## src/sv/rxd_pkg.sv

```systemverilog
`timescale 1ns / 1ps
// ----------------------------------------------------------------------------
// rxd_pkg
// Shared constants, codes and types of the run-length / xor-delta pixel
// decoder.
// ----------------------------------------------------------------------------
package rxd_pkg;

   parameter int FRAME_PIXELS = 131072;
   // frame store address width and pixel position width (position saturates
   // at FRAME_PIXELS, so it needs one more code than the store)
   parameter int PIX_AW = (FRAME_PIXELS > 1) ? $clog2(FRAME_PIXELS) : 1;
   parameter int POS_W  = $clog2(FRAME_PIXELS + 1);

   parameter int BYTE_W   = 8;
   parameter int TRIPLE_W = 3 * BYTE_W;
   parameter int INDEX_W  = 17;
   parameter int STATUS_W = 2;

   parameter int QUEUE_DEPTH = 4;
   parameter int QPTR_W      = $clog2(QUEUE_DEPTH);
   parameter int QCNT_W      = $clog2(QUEUE_DEPTH + 1);

   // repeat count at which the next data byte is a run length
   parameter logic [1:0] MATCH_FOR_COUNT = 2'd2;
   // bytes held before the third byte of a triple arrives
   parameter logic [1:0] PARTIAL_BYTES = 2'd2;

   typedef enum logic [0:0] {
      REQ_BYTE = 1'b0,
      REQ_PULL = 1'b1
   } req_kind_type;

   typedef enum logic [STATUS_W-1:0] {
      STATUS_WRITTEN  = 2'd0,
      STATUS_REJECTED = 2'd1,
      STATUS_BEYOND   = 2'd2
   } status_type;

   // one unit of work handed from the front part to the back part
   typedef struct packed {
      logic                reject;
      logic                beyond;
      logic [TRIPLE_W-1:0] triple;
      logic [POS_W-1:0]    pos;
      logic                run_end;
      logic                frame_end;
   } op_type;

endpackage

```

## src/sv/rxd_op_queue.sv

```systemverilog
`timescale 1ns / 1ps
// ----------------------------------------------------------------------------
// rxd_op_queue
// Small FIFO of operations between the parser and the frame store stage.
// ----------------------------------------------------------------------------
module rxd_op_queue (
   input  logic            clock,
   input  logic            reset,
   input  logic            push,
   input  rxd_pkg::op_type push_op,
   output logic            full,
   input  logic            pop,
   output logic            empty,
   output rxd_pkg::op_type head_op
);

   rxd_pkg::op_type                 entry_ff [rxd_pkg::QUEUE_DEPTH];
   logic [rxd_pkg::QPTR_W-1:0]      wr_ptr_ff, wr_ptr_in;
   logic [rxd_pkg::QPTR_W-1:0]      rd_ptr_ff, rd_ptr_in;
   logic [rxd_pkg::QCNT_W-1:0]      count_ff, count_in;

   assign full    = (count_ff == rxd_pkg::QCNT_W'(rxd_pkg::QUEUE_DEPTH));
   assign empty   = (count_ff == '0);
   assign head_op = entry_ff[rd_ptr_ff];

   always_comb begin
      wr_ptr_in = push ? wr_ptr_ff + rxd_pkg::QPTR_W'(1) : wr_ptr_ff;
      rd_ptr_in = pop  ? rd_ptr_ff + rxd_pkg::QPTR_W'(1) : rd_ptr_ff;
      count_in  = count_ff + rxd_pkg::QCNT_W'(push) - rxd_pkg::QCNT_W'(pop);
   end

   always_ff @(posedge clock) begin
      if (reset) begin
         wr_ptr_ff <= '0;
         rd_ptr_ff <= '0;
         count_ff  <= '0;
      end else begin
         wr_ptr_ff <= wr_ptr_in;
         rd_ptr_ff <= rd_ptr_in;
         count_ff  <= count_in;
      end
   end

   always_ff @(posedge clock) begin
      if (push) begin
         entry_ff[wr_ptr_ff] <= push_op;
      end
   end

endmodule

```

## config.mk

```make
export PLATFORM = sky130hd
export DESIGN_NAME = rxd_op_queue
export DESIGN_NICKNAME = d
export VERILOG_FILES = /design/src/sv/rxd_pkg.sv /design/src/sv/rxd_op_queue.sv
export SDC_FILE = /design/constraint.sdc
export NUM_CORES = 1
export LEC_CHECK = 0
export BUFFER_PORTS_ARGS = -buffer_cell sky130_fd_sc_hd__buf_2
export CELL_PAD_IN_SITES_DETAIL_PLACEMENT = 1
export CELL_PAD_IN_SITES_GLOBAL_PLACEMENT = 1
export CORE_ASPECT_RATIO = 1.25
export CORE_MARGIN = 2
export CORE_UTILIZATION = 30
export DETAILED_ROUTE_END_ITERATION = 8
export GPL_ROUTABILITY_DRIVEN = 1
export PLACE_DENSITY_LB_ADDON = 0.2
export SKIP_CTS_REPAIR_TIMING = 1
export SLEW_MARGIN = 0
export SYNTH_ARGS = -nofsm -noshare
export SYNTH_HDL_FRONTEND = slang
export SYNTH_SLANG_ARGS = --single-unit
```

## constraint.sdc

```tcl
create_clock -name clock -period 2.95 [get_ports clock]
set_clock_uncertainty 0.15 [all_clocks]
set_input_delay 0.295 -clock clock [delete_from_list [all_inputs] [get_ports clock]]
set_output_delay 0.295 -clock clock [all_outputs]
set_load 0.02 [all_outputs]
```

After elaboration in Yosys (flattened, before gate mapping)
Memory sizes are Yosys's and may differ from the RTL's. A register that Yosys moved wholly into a read port is not among the register bits.
Index checks and enable logic that the tools add are counted.
{"block": "word_totals", "mem_count": 1, "output_inout_bits": 48, "reg_bits": 7, "word_cells": 14, "input_bits": 50, "mem_bits_rw": 184}
{"memory": "entry_ff", "words": 4, "word_bits": 46, "read_ports": 1, "rd_ports_with_merged_regs": 1, "wr": 1, "line": "rxd_op_queue.sv:17", "source": "rxd_pkg::op_type entry_ff [rxd_pkg::QUEUE_DEPTH];"}
{"block": "op_classes", "n_eq_ne": 1, "addsub": 4, "reduce_logical": 1, "n_mux": 4}
{"operator": "$add 2x1->2 const B", "n": 2}
{"operator": "$mux 2", "n": 2}
{"operator": "$add 3x1->3", "n": 1}
{"operator": "$eq 3x3->1 const B", "n": 1}
{"operator": "$logic_not 3->1", "n": 1}
{"operator": "$sub 3x1->3", "n": 1}
{"operator": "$mux 1", "n": 2}

Depth between registers and ports, before layout
Gate-level depths: netlist of run 1.
{"block": "logic_depth", "word_depth": 3, "depth_mapped": 7, "ltp_nobuf": 7}

Worst setup path before layout of run 1
Ideal clock, no wire load.
{"block": "synth_path", "kind": "flip-flop to flip-flop", "startpoint": "register wr_ptr_ff[0] in the netlist's numbering", "endpoint": "memory entry_ff[2][0] in the netlist's numbering, enable pin", "required_ps": 2392, "path_buffers": 0, "path_slack_ps": 747, "path_stages_with_launch": 4, "setup_time_ps": 408, "arrival_ps": 1645, "period_less_slack_ps": 2203, "cell_sequence": "dfxtp_1 -> inv_1 -> ha_1 -> and2_1"}
{"element": "from (decl)", "line": "rxd_op_queue.sv:18", "source": "logic [rxd_pkg::QPTR_W-1:0] wr_ptr_ff, wr_ptr_in;"}
{"element": "from (signal assigned)", "line": "rxd_op_queue.sv:38", "source": "wr_ptr_ff <= wr_ptr_in;"}
{"element": "to (decl)", "line": "rxd_op_queue.sv:17"}
No word-level cell before the write port.

==> results of run 1 <==
-- cell usage in the layout, fill, tap and decap left out, drive strengths merged --
cell / synthesis / routed
a21bo: 1 / 1
and3: 1 / 1
nor3: 1 / 1
xnor2: 2 / 2
dlygate4sd3: 0 / 46
buf: 9 / 105
clkinvlp: 0 / 4
a21oi: 1 / 1
inv: 6 / 13
clkinv: 0 / 3
nand3b: 1 / 1
bufinv: 0 / 1
mux4: 46 / 46
ha: 6 / 6
and2: 4 / 4
mux2i: 1 / 1
clkbuf: 1 / 17
edfxtp: 184 / 184
xor3: 1 / 1
nor2: 5 / 5
dfxtp: 9 / 9
nor2b: 2 / 2
fa: 1 / 1
-- power groups by stage --
stage | combinational, mW | clock, mW | sequential (mW)
2_1_floorplan | 0.470 | 0 | 3.24
3_3_place_gp | 0.701 | 0 | 3.25
3_5_place_dp | 0.712 | 0 | 3.26
4_1_cts | 0.714 | 2.29 | 3.20
5_1_grt | 0.806 | 2.38 | 3.21
6_report | 0.737 | 2.23 | 3.19
-- synthesized netlist by cell type --
library cell / count / area (sq um)
nor2b_1: 2 / 12.5
clkbuf_2: 1 / 5.00
edfxtp_1: 184 / 5530
a21bo_2: 1 / 10.0
fa_1: 1 / 20.0
mux4_1: 6 / 158
and2_1: 4 / 25.0
buf_6: 1 / 11.3
xnor2_1: 2 / 17.5
a21oi_1: 1 / 5.00
mux2i_1: 1 / 10.0
buf_2: 4 / 20.0
inv_1: 6 / 22.5
nor2_1: 5 / 18.8
mux4_2: 40 / 901
ha_1: 6 / 75.1
xor3_1: 1 / 23.8
dfxtp_1: 9 / 180
and3_1: 1 / 6.26
nand3b_1: 1 / 7.51
nor3_1: 1 / 5.00
buf_12: 4 / 80.1
-- worst paths after layout --
path / from / endpoint
min: reset / flip-flop
min reg2reg: rd_ptr_ff[0]$_SDFFE_PP0P_ / flip-flop
max: flip-flop / head_op[16]
max reg2reg: count_ff[0]$_SDFF_PP0_ / count_ff[2]$_SDFF_PP0_
-- worst max-delay path: stages (launching register included) --
cell and delay (ns):
dfxtp_4 0.41, buf_4 0.35, mux4_2 0.56, buf_2 0.18
-- area by class of cell --
type | instances | area, sq um
Fill cell | 2281 | 14500
Sequential cell | 193 | 5710
Multi-Input combinational cell | 73 | 1300
Timing Repair Buffer | 151 | 1080
Clock buffer | 17 | 425
Tap cell | 292 | 365
Clock inverter | 15 | 149
Inverter | 6 | 22.5
-- per-stage QoR --
step	setup slack (ns)	util	power, mW
floorplan	0.747	-	3.71
global placement	0.974	0.340	3.95
detailed placement	0.930	0.340	3.97
CTS	0.484	0.365	6.20
global route	0.430	0.384	6.40
finish	0.560	0.384	6.16
-- flip-flops by register name (all words and copies together) (netlist names), named ones only --
name and flops:
rd_ptr_ff 2, wr_ptr_ff 2, count_ff 3, entry_ff 184
-- layer usage --
metal	global-route usage	share of wire	vias up
li1	-	-	1513
met1	0.141	0.42	1785
met2	0.204	0.53	60
met3	0.0282	0.030	14
met4	0.0513	0.017	0
met5	0	0	-
-- logic make-up (layout without fill, tap and decap cells) --
logic type                 after synthesis  count (layout)  share of synthesized area
and+or+nand+nor                         14              14                     0.0105
adders and majority gates                7               7                     0.0133
buffers and inverters                   16             189                     0.0195
muxes                                   47              47                      0.150
xor gates and xnor gates                 3               3                    0.00578
AOI/OAI and AO/OA                        2               2                    0.00210
DFF                                    193             193                      0.799
==> flow_summary.json, run 1 <==
{
  "combPwrFrac": 0.120,
  "swShare": 0.242,
  "p_int_mw": 4.67,
  "crit_arrival_ns": 1.94,
  "first_pass_iters": 4,
  "final_max_slew_viol_count": 0,
  "avgViaCountPerCell": 4.51,
  "cts_tree": "yes",
  "crit_type": "reg -> out",
  "p_leak_nw": 3.08,
  "postLayoutCellArea_sq_um": 9050,
  "powerDensity_nw_per_um2": 680,
  "fin_tns_setup_ns": 0,
  "holdPathStages": 2,
  "outcome": "finished, violations left",
  "post_route_cells_drive_above_1_share": 0.404,
  "p_seq_frac": 0.519,
  "gp_congestion": 0.636,
  "layout.nets": 499,
  "setup_viol": 0,
  "core-area_sq_um": 23600,
  "period_needed_ns": 2.39,
  "track_usage": 0.118,
  "syn_avg_cell_area_sq_um": 25.3,
  "slew_headroom": 0.690,
  "routed_wl_um": 14000,
  "ioPinCount": 98,
  "die_w_um": 142,
  "synthesis.nets": 339,
  "wl_per_cell_um": 18.7,
  "synth_seq_cells": 193,
  "antenna_found_initial": 0,
  "p_sw_mw": 1.49,
  "seq_area_frac_synth": 0.799,
  "r2r_setup_slack_ns": 1.03,
  "overflow": 0,
  "die_h_um": 176,
  "start_util": 0.303,
  "hold_violations": 4,
  "dp.cells": 669,
  "fin_cells": 747,
  "hold_path_class": "in -> reg",
  "syn_to_final_growth_pct": 26.8,
  "cts_root_buffer": "clkbuf_16",
  "placed_area_sq_um": 8020,
  "ys_warn_count": 0,
  "drc_errors": 0,
  "crit_path_end_kind": "output pin",
  "grt_max_degree": 39,
  "grt_pass1_wl_um": 21200,
  "p_clk_frac": 0.362,
  "cap_violations": 0,
  "r2r_cells": 7,
  "place.detailed.hpwl_um": 8520,
  "clkLatencyLatePin_ns": 0.43,
  "rows": 63,
  "min_period_over_period": 0.810,
  "required_ns": 2.51,
  "rsz0062_at_grt": "no",
  "vias": 3372,
  "crit_fanout": 16,
  "diodes": 0,
  "violations": "hold timing",
  "cts_buffers": 17,
  "ant_nets": 0,
  "synth_cells": 282,
  "max_freq_mhz": 418,
  "start_kind": "flip-flop",
  "port_buffers": 97,
  "cts_max_level": 4,
  "die-area_sq_um": 25100,
  "drt_iter0_drc": 195,
  "whs_ns": -0.0108,
  "cts_sinks": 193,
  "yosys.cell_types.count": 22,
  "synthesis.area_sq_um": 7140,
  "tightestPinTransition_ns": 0.465,
  "ir_worst_vdd_mv": 0.391,
  "cts_max_path_buffers": 2,
  "grt_pass1_vias": 3549,
  "clk_pin_slew_ns": 0.07
}
(Power assumes the default switching activity.)
==> run 2, diff against run 1 <==
==> constraint.sdc (replaced) <==
create_clock -name clock -period 2.3 [get_ports clock]
set_clock_uncertainty 0.15 [all_clocks]
set_input_delay 0.23 -clock clock [delete_from_list [all_inputs] [get_ports clock]]
set_output_delay 0.23 -clock clock [all_outputs]
set_load 0.02 [all_outputs]
==> flow_summary.json, run 2 (same netlist as run 1, synthesis figures left out) <==
{
  "regMostFlops": "entry_ff",
  "drc_errors": 0,
  "gp_congestion": 0.675,
  "routed_wl_um": 14700,
  "powerDensity_nw_per_um2": 871,
  "overflow": 0,
  "p_sw_mw": 1.89,
  "rsz0062_at_grt": "yes",
  "crit_type": "reg -> out",
  "port_buffers": 97,
  "r2r_setup_slack_ns": 0.39,
  "wl_per_cell_um": 19.4,
  "clkLatencyLatePin_ns": 0.43,
  "path_depth": 4,
  "r2r_cells": 7,
  "track_usage": 0.120,
  "hold_violations": 0,
  "crit_path_top_delay_cell": "mux4_2",
  "cts_root_buffer": "clkbuf_16",
  "post_route_cells_drive_above_1_share": 0.409,
  "min_period_over_period": 0.972,
  "seqCellArea_sq_um": 5710,
  "ioPinCount": 98,
  "die_h_um": 176,
  "final_max_slew_viol_count": 0,
  "diodes": 0,
  "final_common_cell": "edfxtp_1",
  "avgViaCountPerCell": 4.51,
  "p_leak_nw": 3.18,
  "r2r-end": "count_ff[2]$_SDFF_PP0_",
  "drt_iter0_drc": 137,
  "cap_violations": 0,
  "crit_fanout": 8,
  "cts_sinks": 193,
  "crit_path_end_kind": "output pin",
  "grt_pass1_vias": 3633,
  "vias": 3406,
  "cts_max_level": 4,
  "layout.nets": 508,
  "start_kind": "flip-flop",
  "timing.rr.start": "count_ff[0]$_SDFF_PP0_",
  "cts_buffers": 17,
  "swShare": 0.235,
  "fin_util": 0.391,
  "p_clk_frac": 0.365,
  "fin_tns_setup_ns": 0,
  "min_from": "push",
  "reg_top3": "entry_ff x184, count_ff x3",
  "grt_max_degree": 47,
  "die-area_sq_um": 25100,
  "holdPathEnd": "wr_ptr_ff[0]$_SDFFE_PP0P_",
  "grt_pass1_wl_um": 21300,
  "setup_viol": 0,
  "holdPathStages": 3,
  "cp_cell_sequence": "buf_12 > clkbuf_16 > mux4_2 > buf_2",
  "crit_buf_inv": 3,
  "hold_path_class": "in -> reg",
  "cts_tree": "yes",
  "postLayoutCellArea_sq_um": 9230,
  "cts_max_path_buffers": 2,
  "core-area_sq_um": 23600,
  "period_needed_ns": 2.24,
  "cp_top_family": "multiplexers",
  "rows": 63,
  "p_int_mw": 6.14,
  "required_ns": 1.92,
  "die_w_um": 142,
  "syn_to_final_growth_pct": 29.2,
  "start_util": 0.303,
  "slew_headroom": 0.674,
  "ant_nets": 0,
  "multiInputGateArea_sq_um": 1300,
  "max_stage_delay_ns": 0.49,
  "antenna_found_initial": 0,
  "crit_arrival_ns": 1.86,
  "combPwrFrac": 0.125,
  "placed_area_sq_um": 8040,
  "ir_worst_vdd_mv": 0.518,
  "outcome": "complete, no violations",
  "first_pass_iters": 4,
  "tightestPinTransition_ns": 0.489,
  "place.detailed.hpwl_um": 8570,
  "largest_register_ffs": 184,
  "max_freq_mhz": 447,
  "n_fill_cell": 2262,
  "p_seq_frac": 0.509,
  "clk_pin_slew_ns": 0.07,
  "layout_common_cells": "edfxtp_1, buf_2, dlygate4sd3_1, mux4_2, clkbuf_16"
}
[run 2: changes by cell type in the layout (fill, tap and decap cells not counted)]
| cell | before | now |
|---|---|---|
| dlygate4sd3_1 | 46 | 48 |
| clkinvlp_4 | 4 | 0 |
| clkbuf_16 | 17 | 23 |
| clkbuf_1 | 0 | 1 |
| clkinv_2 | 1 | 0 |
| clkbuf_8 | 0 | 1 |
| inv_6 | 5 | 4 |
| inv_8 | 2 | 1 |
| inv_4 | 0 | 3 |
| bufinv_16 | 1 | 0 |
| buf_16 | 0 | 1 |
| buf_4 | 2 | 5 |
[run 2: how the worst max path moves through the flow]
stage	to	slack, ns
global route	head_op[38]	-0.01
CTS	head_op[1]	-0.02
global placement	count_ff[2]$_SDFF_PP0_	0.42
floorplan	entry_ff[2][0]$_DFFE_PP_	0.1
detailed placement	count_ff[2]$_SDFF_PP0_	0.37
finish	head_op[39]	0.06
[run 2: metal layers]
layer	up-vias	track usage	routed length, um
met1	1801	0.138	6060
met3	16	0.0339	391
li1	1530	-	-
met4	0	0.0513	231
met5	-	0	0
met2	59	0.209	7960
[run 2: layout make-up]
cell class / count / share of cell area
well taps: 292 / 0.0396
repair buffers: 160 / 0.133
clock inverters: 10 / 0.00895
inverters: 6 / 0.00244
flip-flops and latches: 193 / 0.619
multi-input cells: 73 / 0.141
clock buffers: 22 / 0.0562
[run 2: through the flow]
stage / total power, mW / setup slack (ns) / hold slack, ns / std cells
after floorplan: 4.75 / 0.0970 / 0.152 / 282
after global placement: 5.07 / 0.418 / 0.289 / 672
after detailed placement: 5.10 / 0.373 / 0.301 / 672
after CTS: 8.07 / -0.0221 / -0.170 / 704
after global routing: 8.34 / -0.0148 / 0.0393 / 756
final: 8.03 / 0.0646 / 0.0107 / 756
[run 2: worst min-delay path: stages]
cell     delay [ns]
buf_2          0.17
xnor2_1        0.09
nor2_1         0.07
[run 2: power by group through the flow]
stage | sequential [mW] | combinational, mW | clock, mW
4_1_cts | 4.09 | 0.935 | 3.04
3_3_place_gp | 4.15 | 0.919 | 0
2_1_floorplan | 4.15 | 0.603 | 0
3_5_place_dp | 4.17 | 0.932 | 0
5_1_grt | 4.11 | 1.09 | 3.14
6_report | 4.09 | 1.01 | 2.93
==> run 3, diff against run 2 <==
--- a/config.mk
+++ b/config.mk
@@ -14,6 +14,7 @@
 export DETAILED_ROUTE_END_ITERATION = 8
 export GPL_ROUTABILITY_DRIVEN = 1
 export PLACE_DENSITY_LB_ADDON = 0.2
+export REMOVE_ABC_BUFFERS = 1
 export SKIP_CTS_REPAIR_TIMING = 1
 export SLEW_MARGIN = 0
 export SYNTH_ARGS = -nofsm -noshare
==> flow_summary.json, run 3 (same netlist as run 1, synthesis figures left out) <==
{
  "port_buffers": 97,
  "cts_root_buffer": "clkbuf_16",
  "reg_top3": "entry_ff x184, count_ff x3",
  "crit_path_end_kind": "output pin",
  "regMostFlops": "entry_ff",
  "overflow": 0,
  "n_fill_cell": 2267,
  "fin_cells": 757,
  "cts_buffers": 17,
  "worst_slack_ns": 0.110,
  "whs_ns": 0.0130,
  "setup_viol": 0,
  "cap_violations": 0,
  "wl_per_cell_um": 18.9,
  "slew_headroom": 0.698,
  "die-area_sq_um": 25100,
  "outcome": "complete, no violations",
  "fin_util": 0.392,
  "cts_sinks": 193,
  "cts_max_path_buffers": 2,
  "start_kind": "flip-flop",
  "crit_fanout": 6,
  "cts_tree": "yes",
  "core-area_sq_um": 23600,
  "period_needed_ns": 2.19,
  "multiInputGateArea_sq_um": 1300,
  "die_w_um": 142,
  "track_usage": 0.119,
  "post_route_cells_drive_above_1_share": 0.413,
  "p_clk_frac": 0.379,
  "diodes": 0,
  "p_seq_frac": 0.500,
  "first_pass_iters": 4,
  "layout.nets": 509,
  "rsz0062_at_grt": "no",
  "required_ns": 1.92,
  "routed_wl_um": 14300,
  "final_max_slew_viol_count": 0,
  "ir_worst_vdd_mv": 0.533,
  "tightestPinTransition_ns": 0.453,
  "grt_max_degree": 27,
  "final_common_cell": "edfxtp_1",
  "clk_pin_slew_ns": 0.07,
  "rows": 63,
  "layout_common_cells": "edfxtp_1, buf_2, dlygate4sd3_1, mux4_2, clkbuf_16",
  "grt_pass1_wl_um": 21300,
  "hold_violations": 0,
  "gp_congestion": 0.669,
  "hold_path_class": "in -> reg",
  "die_h_um": 176,
  "place_ws_ns": 0.373,
  "fin_tns_setup_ns": 0,
  "p_sw_mw": 1.89,
  "min_period_over_period": 0.952,
  "seqCellArea_sq_um": 5710,
  "combPwrFrac": 0.121,
  "start_util": 0.303,
  "ant_nets": 0,
  "avgViaCountPerCell": 4.49,
  "vias": 3400,
  "crit_type": "reg -> out",
  "largest_register_ffs": 184,
  "powerDensity_nw_per_um2": 885,
  "drc_errors": 0,
  "p_int_mw": 6.28,
  "ioPinCount": 98,
  "dp.cells": 674,
  "clkLatencyLatePin_ns": 0.43,
  "p_leak_nw": 3.17,
  "grt_pass1_vias": 3644,
  "swShare": 0.232,
  "drt_iter0_drc": 149,
  "crit_arrival_ns": 1.81,
  "antenna_found_initial": 0,
  "max_freq_mhz": 457,
  "syn_to_final_growth_pct": 29.4,
  "cts_max_level": 4,
  "place.detailed.hpwl_um": 8740
}
[run 3: cell count changes in the layout (fill, tap and decap cells not counted), sizes merged]
cell / change
inv: -5
bufinv: +3
clkinv: +3
buf: +4
clkbuf: -6
clkinvlp: +2
[run 3: area by class of cell]
class | count | share of cell area
clock buffer | 19 | 0.0490
tap | 292 | 0.0395
sequential | 193 | 0.618
clock inverter | 13 | 0.0192
multi-input combinational | 73 | 0.141
inverter | 6 | 0.00244
timing repair buffer | 161 | 0.131
[run 3: worst max-delay path, stage by stage (launching register included)]
cell     delay [ns]
dfxtp_4        0.41
buf_4          0.20
mux4_1         0.58
buf_2          0.18
[run 3: through the flow]
stage                     instance area (sq um)  power (mW)
after global placement                     8110        5.09
after detailed placement                   8110        5.12
after global routing                       9240        8.52
after CTS                                  8740        8.26
final                                      9240        8.18
after floorplan                            7020        4.72
[run 3: path summary, 6_finish.rpt]
| path | from | to | slack (ns) | cells past startpoint |
|---|---|---|---|---|
| worst max-delay path | flip-flop | head_op[43] | 0.11 | 3 |
| worst min-delay path | push | wr_ptr_ff[0]$_SDFFE_PP0P_ | 0.01 | 3 |
| worst max register to register | count_ff[0]$_SDFF_PP0_ | count_ff[2]$_SDFF_PP0_ | 0.39 | 7 |
| worst min register to register | rd_ptr_ff[0]$_SDFFE_PP0P_ | flip-flop | 0.40 | 2 |
[run 3: layer usage]
metal / vias up / wire (um) / part of all wire / track usage
met3: 17 / 367 / 0.026 / 0.0325
met4: 0 / 244 / 0.017 / 0.0488
met1: 1792 / 5970 / 0.42 / 0.142
met2: 58 / 7690 / 0.54 / 0.204
met5: - / 0 / 0 / 0
li1: 1533 / - / - / -
[run 3: power groups by stage]
stage	combinational, mW	clock (mW)	sequential (mW)
finish	0.992	3.10	4.09
global placement	0.927	0	4.16
global route	1.08	3.34	4.10
floorplan	0.519	0	4.20
detailed placement	0.942	0	4.17
CTS	0.944	3.21	4.10
