### src/sv/rxd_pkg.sv
`timescale 1ns / 1ps
// ----------------------------------------------------------------------------
// rxd_pkg
// Shared constants, codes and types of the run-length / xor-delta pixel
// decoder.
// ----------------------------------------------------------------------------
package rxd_pkg;

   parameter int FRAME_PIXELS = 131072;
   // frame store address width and pixel position width (position saturates
   // at FRAME_PIXELS, so it needs one more code than the store)
   parameter int PIX_AW = (FRAME_PIXELS > 1) ? $clog2(FRAME_PIXELS) : 1;
   parameter int POS_W  = $clog2(FRAME_PIXELS + 1);

   parameter int BYTE_W   = 8;
   parameter int TRIPLE_W = 3 * BYTE_W;
   parameter int INDEX_W  = 17;
   parameter int STATUS_W = 2;

   parameter int QUEUE_DEPTH = 4;
   parameter int QPTR_W      = $clog2(QUEUE_DEPTH);
   parameter int QCNT_W      = $clog2(QUEUE_DEPTH + 1);

   // repeat count at which the next data byte is a run length
   parameter logic [1:0] MATCH_FOR_COUNT = 2'd2;
   // bytes held before the third byte of a triple arrives
   parameter logic [1:0] PARTIAL_BYTES = 2'd2;

   typedef enum logic [0:0] {
      REQ_BYTE = 1'b0,
      REQ_PULL = 1'b1
   } req_kind_type;

   typedef enum logic [STATUS_W-1:0] {
      STATUS_WRITTEN  = 2'd0,
      STATUS_REJECTED = 2'd1,
      STATUS_BEYOND   = 2'd2
   } status_type;

   // one unit of work handed from the front part to the back part
   typedef struct packed {
      logic                reject;
      logic                beyond;
      logic [TRIPLE_W-1:0] triple;
      logic [POS_W-1:0]    pos;
      logic                run_end;
      logic                frame_end;
   } op_type;

endpackage

### src/sv/rxd_req_if.sv
`timescale 1ns / 1ps
// ----------------------------------------------------------------------------
// rxd_req_if
// Request channel: stream bytes and run pulls, valid/ready handshake.
// ----------------------------------------------------------------------------
interface rxd_req_if;

   logic                       valid;
   logic                       ready;
   logic                       req_type;
   logic [rxd_pkg::BYTE_W-1:0] data_byte;
   logic                       frame_last;

   modport source (
      output valid,
      output req_type,
      output data_byte,
      output frame_last,
      input  ready
   );

   modport sink (
      input  valid,
      input  req_type,
      input  data_byte,
      input  frame_last,
      output ready
   );

endinterface

### src/sv/rxd_front.sv
`timescale 1ns / 1ps
// ----------------------------------------------------------------------------
// rxd_front
// Stream parser: assembles triples, tracks repeats and run counts, and
// issues pixel and reject operations into the op queue.
// ----------------------------------------------------------------------------
module rxd_front (
   input  logic                clock,
   input  logic                reset,
   rxd_req_if.sink             req_ch,
   input  logic                q_full,
   output logic                push,
   output rxd_pkg::op_type     push_op
);

   localparam logic [rxd_pkg::POS_W-1:0] POS_LIMIT =
      rxd_pkg::POS_W'(rxd_pkg::FRAME_PIXELS);

   logic [rxd_pkg::TRIPLE_W-1:0]   held_ff, held_in;
   logic [1:0]                     match_ff, match_in;
   logic                           fresh_ff, fresh_in;
   logic [1:0]                     phase_ff, phase_in;
   logic [2*rxd_pkg::BYTE_W-1:0]   partial_ff, partial_in;
   logic                           expect_ff, expect_in;
   logic [rxd_pkg::BYTE_W-1:0]     run_left_ff, run_left_in;
   logic [rxd_pkg::POS_W-1:0]      pos_ff, pos_in;
   logic                           end_after_ff, end_after_in;

   logic                           accept;
   logic                           clear;
   logic                           ends;
   logic [rxd_pkg::TRIPLE_W-1:0]   triple;
   logic [rxd_pkg::POS_W-1:0]      next_pos;
   logic                           beyond;

   assign req_ch.ready = !q_full;
   assign accept       = req_ch.valid && req_ch.ready;
   assign triple       = {partial_ff, req_ch.data_byte};
   assign beyond       = (pos_ff >= POS_LIMIT);
   // position saturates once past the store
   assign next_pos     = beyond ? pos_ff : pos_ff + rxd_pkg::POS_W'(1);
   assign ends         = (run_left_ff == rxd_pkg::BYTE_W'(1));

   always_comb begin
      held_in      = held_ff;
      match_in     = match_ff;
      fresh_in     = fresh_ff;
      phase_in     = phase_ff;
      partial_in   = partial_ff;
      expect_in    = expect_ff;
      run_left_in  = run_left_ff;
      pos_in       = pos_ff;
      end_after_in = end_after_ff;
      clear        = 1'b0;
      push         = 1'b0;
      push_op      = '0;

      if (accept) begin
         if (req_ch.req_type == rxd_pkg::REQ_PULL) begin
            if (run_left_ff != '0) begin
               run_left_in       = run_left_ff - rxd_pkg::BYTE_W'(1);
               push              = 1'b1;
               push_op.beyond    = beyond;
               push_op.triple    = held_ff;
               push_op.pos       = pos_ff;
               push_op.run_end   = ends;
               push_op.frame_end = ends && end_after_ff;
               pos_in            = next_pos;
               clear             = ends && end_after_ff;
            end
         end else if (run_left_ff != '0) begin
            push           = 1'b1;
            push_op.reject = 1'b1;
         end else if (expect_ff) begin
            expect_in   = 1'b0;
            run_left_in = req_ch.data_byte;
            fresh_in    = 1'b1;
            match_in    = '0;
            if (req_ch.frame_last) begin
               if (req_ch.data_byte != '0) begin
                  end_after_in = 1'b1;
               end else begin
                  clear = 1'b1;
               end
            end
         end else if (phase_ff < rxd_pkg::PARTIAL_BYTES) begin
            partial_in = {partial_ff[rxd_pkg::BYTE_W-1:0], req_ch.data_byte};
            phase_in   = phase_ff + 2'd1;
            clear      = req_ch.frame_last;
         end else begin
            phase_in   = '0;
            partial_in = '0;
            if (fresh_ff || (triple == held_ff)) begin
               match_in = match_ff + 2'd1;
            end else begin
               match_in = '0;
            end
            held_in           = triple;
            fresh_in          = 1'b0;
            push              = 1'b1;
            push_op.beyond    = beyond;
            push_op.triple    = triple;
            push_op.pos       = pos_ff;
            push_op.frame_end = req_ch.frame_last;
            pos_in            = next_pos;
            if (req_ch.frame_last) begin
               clear = 1'b1;
            end else if (match_in == rxd_pkg::MATCH_FOR_COUNT) begin
               expect_in = 1'b1;
            end
         end
      end

      // frame end: per-frame state returns to its start values
      if (clear) begin
         held_in      = '0;
         match_in     = '0;
         fresh_in     = 1'b1;
         phase_in     = '0;
         partial_in   = '0;
         expect_in    = 1'b0;
         run_left_in  = '0;
         pos_in       = '0;
         end_after_in = 1'b0;
      end
   end

   always_ff @(posedge clock) begin
      if (reset) begin
         held_ff      <= '0;
         match_ff     <= '0;
         fresh_ff     <= 1'b1;
         phase_ff     <= '0;
         partial_ff   <= '0;
         expect_ff    <= 1'b0;
         run_left_ff  <= '0;
         pos_ff       <= '0;
         end_after_ff <= 1'b0;
      end else begin
         held_ff      <= held_in;
         match_ff     <= match_in;
         fresh_ff     <= fresh_in;
         phase_ff     <= phase_in;
         partial_ff   <= partial_in;
         expect_ff    <= expect_in;
         run_left_ff  <= run_left_in;
         pos_ff       <= pos_in;
         end_after_ff <= end_after_in;
      end
   end

endmodule

### src/flat_wrapper.sv
// flat-port wrapper written by rule: the top's interface ports become plain ports
module rxd_front_flat 
  (clock, reset, q_full, push, push_op, req_ch_valid, req_ch_req_type, req_ch_data_byte, req_ch_frame_last, req_ch_ready);
  rxd_req_if req_ch_i ();
  input  logic clock;
  input  logic reset;
  input  logic q_full;
  output logic push;
  output rxd_pkg::op_type push_op;
  input wire logic [$bits(req_ch_i.valid)-1:0] req_ch_valid;
  input wire logic [$bits(req_ch_i.req_type)-1:0] req_ch_req_type;
  input wire logic [$bits(req_ch_i.data_byte)-1:0] req_ch_data_byte;
  input wire logic [$bits(req_ch_i.frame_last)-1:0] req_ch_frame_last;
  output wire logic [$bits(req_ch_i.ready)-1:0] req_ch_ready;
  assign req_ch_i.valid = req_ch_valid;
  assign req_ch_i.req_type = req_ch_req_type;
  assign req_ch_i.data_byte = req_ch_data_byte;
  assign req_ch_i.frame_last = req_ch_frame_last;
  assign req_ch_ready = req_ch_i.ready;
  rxd_front u_core (.clock(clock), .reset(reset), .req_ch(req_ch_i), .q_full(q_full), .push(push), .push_op(push_op));
endmodule
### config.mk
export PLATFORM = sky130hd
export DESIGN_NAME = rxd_front_flat
export DESIGN_NICKNAME = d
export VERILOG_FILES = /design/src/sv/rxd_pkg.sv /design/src/sv/rxd_req_if.sv /design/src/sv/rxd_front.sv /design/src/flat_wrapper.sv
export SDC_FILE = /design/constraint.sdc
export NUM_CORES = 1
export LEC_CHECK = 0
export BUFFER_PORTS_ARGS = -buffer_cell sky130_fd_sc_hd__buf_2
export CAP_MARGIN = 20
export CORE_MARGIN = 4
export CORE_UTILIZATION = 50
export DETAILED_ROUTE_END_ITERATION = 7
export PLACE_DENSITY = 0.77
export SLEW_MARGIN = 5
export SYNTH_ARGS = -nofsm -noshare
export SYNTH_HDL_FRONTEND = slang
export SYNTH_SLANG_ARGS = --single-unit
### constraint.sdc
create_clock -name clock -period 2.35 [get_ports clock]
set_input_delay 0.47 -clock clock [delete_from_list [all_inputs] [get_ports clock]]
set_output_delay 0.47 -clock clock [all_outputs]
set_load 0.05 [all_outputs]
Yosys cells after proc, flatten, opt, wreduce, memory -nomap -nowiden
Cells that the tools add are included.
- register bits: 73
- output and inout port bits: 48
- word-level logic and storage cells: 95
- multiplexer cells: 53
- $add $sub $neg: 4
- eq/ne operators: 8
- order comparisons: 2
- bitwise gates (word level): 4
- reduce and logical (&&, ||, !) cells: 15
- operator list (kind ; count):
    43-bit two-way mux ; 4
    18-bit two-way mux ; 6
    46-bit two-way mux ; 1
    45-bit two-way mux ; 1
    8-bit two-way mux ; 4
    1-bit two-way mux ; 27
    24-bit == test ; 1
    18-bit by 1-bit adder with 18-bit output, second input constant ; 1
    18-bit greater-or-equal comparator, second input constant ; 1
    2-bit two-way mux ; 9
    16-bit two-way mux ; 1
    8-bit nonzero test ; 2
    4-bit AND reduction ; 3
    5-bit AND reduction ; 2
    8-bit by 1-bit == test with 1-bit output, second input constant ; 1
    8-bit by 1-bit subtractor with 8-bit output, second input constant ; 1
    2-bit inequality test, second input constant ; 3
    6-bit AND reduction ; 1
    2-bit by 1-bit adder with 2-bit output, second input constant ; 2
    2-bit by 1-bit inequality test with 1-bit output, second input constant ; 2
    1-bit inverter ; 4
    3-bit AND reduction ; 1
    2-bit == test, second input constant ; 1
    1-bit logical AND ; 2
    5 further kinds ; 5

Depth between registers and ports, before layout
Gate-level depths: netlist (run 1).
- word-level depth: 13
- mapped depth: 10

Least setup slack after synthesis (run 1)
OpenSTA, ideal clock, no wires.
- path kind: reg-to-output
- start: reg u_core.run_left_ff[0] (netlist name)
- end: out push_op[2] (netlist name)
- stages on the path, launching flop included: 8
- required time: 1.880 ns
- arrival: 2.414 ns
- setup slack: -0.534 ns
- cells stage by stage: dfxtp_1 inv_1 ha_1 or3b_1 buf_2 nor2_8 a21boi_4 nor3_1
- RTL lines (item ; line ; RTL):
    from (decl) ; rxd_front.sv:25 ; logic [rxd_pkg::BYTE_W-1:0] run_left_ff, run_left_in;
    from (signal assigned) ; rxd_front.sv:146 ; run_left_ff <= run_left_in;
    to (decl) ; flat_wrapper.sv:9 ; output rxd_pkg::op_type push_op;

==> flow_summary.json, run 1 <==
{
  "outcome": "finished with violations",
  "violations": "setup timing",
  "fin_area_sq_um": 6070,
  "finalSetupViolCount": 58,
  "rsz0062_at_grt": "true",
  "r2r_start": "u_core.run_left_ff[0]$_SDFFE_PP0P_",
  "maxSlewViolCount": 0,
  "crit_type": "register to output pin",
  "ys_warn_count": 0,
  "grt_overflow": 0,
  "max_freq_ghz": 0.358,
  "slew_headroom": 0.600,
  "die_w_um": 97.1,
  "cp-start-kind": "register",
  "rows": 32,
  "whs_path_depth": 4,
  "area_delta_synth_final_pct": 52.9,
  "fin_ws_ps": -442,
  "clkTransAtPathRegs_ps": 80,
  "post_drt_wl_per_cell_um": 20.1,
  "fin_skew_ps": 12.8,
  "cp_cell_sequence": "inv_2 -> ha_4 -> or3b_4 -> o21ai_4 -> a21boi_4 -> nor2_4 -> buf_12 -> and2_4 -> buf_8",
  "fillCellCount": 432,
  "cts_buffer_depth": 2,
  "nets": 647,
  "crit_family": "simple AND/OR/NAND/NOR gates",
  "pre_cts_slack_ps": -74.7,
  "final_common_cell": "nand2_1",
  "clock-sinks": 73,
  "syn_avg_cell_area_sq_um": 7.68,
  "most-common-layout-cells": "nand2_1 (72), dfxtp_1 (69), a21oi_1 (53)",
  "cts_tree": "yes",
  "period_needed_ps": 2790,
  "die_y_um": 97.1,
  "cp.arrival_ps": 2320,
  "via_per_inst": 6.13,
  "htreeDepth": 3,
  "n_antenna_cell": 0,
  "vias": 4500,
  "antenna_found_initial": 0,
  "finalHoldViolCount": 0,
  "drt-total-wl_um": 14800,
  "cts-buffers-inserted": 9,
  "power_density_nw_per_um2": 402,
  "ioPinCount": 62,
  "core_sq_um": 7730,
  "min_from": "req_ch_frame_last",
  "cpPeakStageDelay_ps": 430,
  "r2r_cells": 12,
  "grt_usage": 0.253,
  "synth-seq-cells": 73,
  "drv_cap": 0,
  "io_buffer_count": 61,
  "endpoint_kind": "output pin",
  "path_max_fanout": 7,
  "final_cells": 734,
  "placed_area_sq_um": 4760,
  "cts_root_buf": "clkbuf_8",
  "leakage_nw": 2.71,
  "drc": 0,
  "final_layout_size_suffix_gt1_frac": 0.392,
  "dieArea_sq_um": 9430,
  "gp_congestion": 0.826,
  "ctsHoldBuffers": 0,
  "dr.first_iter.drc_count": 602,
  "r2r-end": "u_core.pos_ff[8]$_SDFFE_PP0P_",
  "synth_ff_type": "dfxtp_1",
  "hold_end": "u_core.expect_ff$_SDFFE_PP0P_",
  "ant_nets": 0,
  "slowest_stage": "or3b_4",
  "worst_pin_slew_ps": 599,
  "hpwl_um": 7260,
  "cp.buffers_inverters": 3,
  "syn_nets": 536,
  "r2r_setup_slack_ps": -50,
  "async_flop_share": 0,
  "final_core_util": 0.785,
  "fin_crit_sh": 1.19,
  "critical_path_required_ps": 1880,
  "synth-seq-area-share": 0.368,
  "synth_cells": 517,
  "synthesis.area_sq_um": 3970,
  "start_util": 0.514,
  "firstDrtPassIters": 7,
  "grt_max_degree": 37,
  "ir_worst_vdd_uv": 387,
  "ys_types": 60,
  "clkLatencyLatePin_ps": 360,
  "grt_pass1_wl_um": 19600,
  "place_inst": 694,
  "holdCritPathClass": "input pin to register",
  "grt_pass1_vias": 4062,
  "synth_edf_count": 0
}
-- routing by layer --
layer / track usage / vias up / wire length, um / part of all wire
li1: - / 1977 / - / -
met1: 0.314 / 2111 / 5500 / 0.37
met2: 0.423 / 316 / 7090 / 0.48
met3: 0.0589 / 96 / 1350 / 0.092
met4: 0.103 / 0 / 835 / 0.057
met5: 0 / - / 0 / 0
-- kinds of logic (layout without fill, tap and decap cells) --
logic type      after synthesis  count (layout)  share of synthesized area
xor+xnor                     40              40                     0.0882
fa+ha+maj                     5               5                     0.0158
simple gates                264             264                      0.331
mux                           2               2                    0.00536
buf+inv                      40             155                     0.0429
flops                        73              73                      0.368
compound gates               93              93                      0.148
-- synthesized netlist by cell type (2+ instances only) --
library cell | number | share of area
o22ai_1 | 3 | 0.0047
nand2b_1 | 3 | 0.0047
a31oi_1 | 3 | 0.0047
inv_1 | 12 | 0.011
xnor2_1 | 19 | 0.042
dfxtp_1 | 73 | 0.37
nand4_1 | 5 | 0.0079
o21ai_0 | 11 | 0.014
buf_2 | 16 | 0.020
nor4b_2 | 2 | 0.0076
a21oi_1 | 53 | 0.067
nand3_1 | 6 | 0.0076
nor4_1 | 7 | 0.011
and3_1 | 6 | 0.0095
a311oi_1 | 2 | 0.0044
ha_1 | 5 | 0.016
o31a_1 | 2 | 0.0044
or4_1 | 3 | 0.0057
nor3_1 | 15 | 0.019
nor2b_1 | 4 | 0.0063
nor2_1 | 43 | 0.041
clkbuf_1 | 11 | 0.010
o211ai_1 | 2 | 0.0038
and2_1 | 19 | 0.030
xor2_1 | 21 | 0.046
nor3b_1 | 17 | 0.032
nand2_1 | 121 | 0.11
-- state kept, by name, summed over array words and instances (netlist names) --
name,count
u_core.match_ff,2
u_core.held_ff,24
u_core.end_after_ff,1
u_core.partial_ff,16
u_core.fresh_ff,1
u_core.pos_ff,18
u_core.phase_ff,2
u_core.expect_ff,1
u_core.run_left_ff,8
-- area by class of cell --
type	count	area [sq um]	share of cell area
clock buffers	10	128	0.0210
multi-input cells	404	2830	0.467
clock inverters	5	57.6	0.00948
inverters	12	48.8	0.00804
well taps	102	128	0.0210
flip-flops and latches	73	1470	0.242
repair buffers	128	1410	0.232
-- worst register-to-register path, stage by stage (launching register included) --
cell and delay [ps]:
dfxtp_2 350, inv_2 50, ha_4 160, or3b_4 290, buf_4 130, buf_6 110, o211ai_1 100, buf_4 170
buf_4 140, a211oi_4 400, nand3_1 160, xor2_1 170, nor2_1 120
-- metrics by stage --
| step | hold slack [ps] | power [mW] | setup TNS, ps |
|---|---|---|---|
| after global placement | 468 | 1.44 | -5.17 |
| after CTS | 427 | 2.40 | -12970 |
| final | 500 | 2.44 | -18030 |
| after global routing | 504 | 2.50 | -20150 |
| after detailed placement | 477 | 1.44 | -1580 |
| after floorplan | 461 | 1.37 | -919 |
-- worst max path at each step --
stage,start,end,cells past startpoint
3_5_place_dp,u_core.run_left_ff[0]$_SDFFE_PP0P_,push_op[7],8
4_1_cts,u_core.run_left_ff[1]$_SDFFE_PP0P_,push_op[15],9
3_3_place_gp,u_core.run_left_ff[0]$_SDFFE_PP0P_,push_op[11],8
6_report,u_core.run_left_ff[0]$_SDFFE_PP0P_,push_op[13],9
2_1_floorplan,u_core.run_left_ff[0]$_SDFFE_PP0P_,push_op[12],9
5_1_grt,u_core.run_left_ff[1]$_SDFFE_PP0P_,push_op[13],9
-- power breakdown --
part,total (mW),internal [mW],switching (mW)
registers,1.25,1.24,0.00947
clock network,0.996,0.483,0.513
logic,0.194,0.0764,0.117
-- what timing repair did --
action | CTS | global route
gates cloned | 1 | 3
setup buffers | 13 | 11
pin swaps | 9 | 61
resized for setup | 129 | 107
endpoints found under the setup margin | 48 | 85
Note: power is estimated with default switching activity, not from simulation.
==> run 2: changes to the inputs <==
--- a/config.mk
+++ b/config.mk
@@ -10,7 +10,7 @@
 export CORE_MARGIN = 4
 export CORE_UTILIZATION = 50
 export DETAILED_ROUTE_END_ITERATION = 7
-export PLACE_DENSITY = 0.77
+export PLACE_DENSITY = 0.74
 export SLEW_MARGIN = 5
 export SYNTH_ARGS = -nofsm -noshare
 export SYNTH_HDL_FRONTEND = slang
==> flow_summary.json, run 2 (synthesized netlist as in run 1, its figures left out) <==
{
  "drt-total-wl_um": 12100,
  "start_util": 0.514,
  "p_int_mw": 1.85,
  "cp-start-kind": "register",
  "htreeDepth": 3,
  "grt-busiest-layer": "met2",
  "nets": 646,
  "leakage_nw": 2.38,
  "finalSetupViolCount": 54,
  "post_drt_wl_per_cell_um": 16.5,
  "whs_path_depth": 2,
  "antenna_found_initial": 0,
  "rsz0062_at_grt": "true",
  "cpPeakStageDelay_ps": 420,
  "largest_reg_flops": 24,
  "core_sq_um": 7730,
  "gr-usage-met3": 0.0431,
  "cts_buffer_depth": 2,
  "grt_pass1_vias": 3927,
  "die_w_um": 97.1,
  "cp.arrival_ps": 2220,
  "vias": 4144,
  "grt_util_met1": 0.310,
  "grt_pass1_wl_um": 18700,
  "n_antenna_cell": 0,
  "fin_crit_sh": 1.15,
  "regMostFlops": "u_core.held_ff",
  "die_y_um": 97.1,
  "most-common-layout-cells": "nand2_1 (101), dfxtp_1 (70), buf_4 (60)",
  "hpwl_um": 7430,
  "cp-endpoint": "push_op[37]",
  "cp_cell_sequence": "inv_2 -> ha_4 -> or3b_4 -> o21ai_4 -> buf_4 -> nor2_1 -> buf_12 -> nand2_1 -> nand2_2 -> buf_4",
  "cts_root_buf": "clkbuf_8",
  "grt_use_met2": 0.392,
  "outcome": "finished with violations",
  "maxSlewViolCount": 0,
  "ioPinCount": 62,
  "dr.first_iter.drc_count": 330,
  "power_density_nw_per_um2": 437,
  "ir_worst_vdd_uv": 323,
  "fillCellCount": 531,
  "holdCritPathClass": "register to register",
  "dieArea_sq_um": 9430,
  "r2r_setup_slack_ps": -140,
  "finalHoldViolCount": 0,
  "period_needed_ps": 2690,
  "worst_path_most_repeated_cell": "buf_4",
  "grt_usage": 0.239,
  "pre_cts_slack_ps": -91.3,
  "ant_nets": 0,
  "r2r-end": "u_core.run_left_ff[6]$_SDFFE_PP0P_",
  "gp_congestion": 0.828,
  "fin_skew_ps": 9.61,
  "r2r_cells": 14,
  "via_per_inst": 5.65,
  "setup_tns_ps": -13660,
  "clkTransAtPathRegs_ps": 80,
  "p_sw_mw": 0.632,
  "critical_path_required_ps": 1880,
  "top_regs": "u_core.held_ff: 24 flops, u_core.pos_ff: 18 flops, u_core.partial_ff: 16 flops",
  "cts_tree": "yes",
  "drv_cap": 0,
  "violations": "setup timing",
  "slowest_stage": "or3b_4",
  "rows": 32,
  "endpoint_kind": "output pin",
  "crit_path_start": "u_core.run_left_ff[0]$_SDFFE_PP0P_",
  "crit_type": "register to output pin",
  "grt_max_degree": 37,
  "comb_power_share": 0.082,
  "slew_headroom": 0.633,
  "grt_overflow": 0,
  "pwr-share-clk": 0.415,
  "place_inst": 699,
  "clock-sinks": 73,
  "drc": 0,
  "max_freq_ghz": 0.371,
  "fin_ws_ps": -343,
  "cts-buffers-inserted": 9,
  "final_cells": 734,
  "r2r_start": "u_core.run_left_ff[0]$_SDFFE_PP0P_",
  "area_delta_synth_final_pct": 43.2,
  "seqPwrFrac": 0.503,
  "clkLatencyLatePin_ps": 350,
  "path_max_fanout": 25,
  "final_layout_size_suffix_gt1_frac": 0.347,
  "switching_share": 0.254,
  "final_common_cell": "nand2_1",
  "hold_ws_ps": 485,
  "firstDrtPassIters": 6,
  "worst_pin_slew_ps": 549,
  "io_buffer_count": 61
}
[run 2: changes by cell type in the layout (fill, tap and decap cells not counted), sizes merged]
| cell | change |
|---|---|
| inv | +1 |
| buf | -1 |
[run 2: worst min-delay path by stage]
stage / to / start / slack [ps]
floorplan: u_core.held_ff[11]$_SDFFE_PP0P_ / u_core.held_ff[11]$_SDFFE_PP0P_ / 460
global placement: u_core.held_ff[0]$_SDFFE_PP0P_ / u_core.held_ff[0]$_SDFFE_PP0P_ / 470
detailed placement: u_core.held_ff[10]$_SDFFE_PP0P_ / u_core.held_ff[10]$_SDFFE_PP0P_ / 480
CTS: u_core.expect_ff$_SDFFE_PP0P_ / req_ch_frame_last / 470
global route: u_core.held_ff[21]$_SDFFE_PP0P_ / u_core.held_ff[21]$_SDFFE_PP0P_ / 500
finish: u_core.held_ff[4]$_SDFFE_PP0P_ / u_core.held_ff[4]$_SDFFE_PP0P_ / 490
[run 2: worst max-delay path: cells and delay by family (launching register included)]
kind                       cells  cell delay (ps)
adders and majority gates      1              130
DFF                            1              330
and+or+nand+nor                4              670
buffers and inverters          4              600
AOI/OAI and AO/OA              1              140
[run 2: cell type report]
cell class | instances | area, sq um | share of cell area
sequential | 73 | 1470 | 0.258
timing repair buffer | 127 | 1260 | 0.223
inverter | 12 | 48.8 | 0.00858
clock buffer | 10 | 138 | 0.0242
multi-input combinational | 404 | 2570 | 0.453
tap | 102 | 128 | 0.0225
clock inverter | 6 | 66.3 | 0.0117
[run 2: repair_timing]
item | in CTS | in global routing
cloned | 0 | 2
resized for setup | 104 | 24
setup endpoints to repair | 90 | 80
pin swaps | 9 | 10
hold buffers | 0 | 0
setup buffers | 11 | 9
[run 2: power groups by stage]
| stage | Combinational (mW) | Sequential (mW) | Clock [mW] |
|---|---|---|---|
| after global placement | 0.170 | 1.28 | 0 |
| after floorplan | 0.0922 | 1.28 | 0 |
| after CTS | 0.184 | 1.25 | 1.04 |
| final | 0.203 | 1.25 | 1.03 |
| after global routing | 0.216 | 1.25 | 1.08 |
| after detailed placement | 0.171 | 1.28 | 0 |
[run 2: stage by stage]
stage / utilization / power [mW] / area, sq um
after floorplan: - / 1.37 / 4100
after global placement: 0.626 / 1.45 / 4840
after detailed placement: 0.626 / 1.45 / 4840
after CTS: 0.713 / 2.48 / 5510
after global routing: 0.736 / 2.55 / 5680
final: 0.736 / 2.49 / 5680
[run 2: metal layers]
layer  share of wire  vias to the layer above
met5               0                        -
met4           0.021                        0
met3           0.071                       26
met2            0.49                      180
met1            0.41                     1965
li1                -                     1973
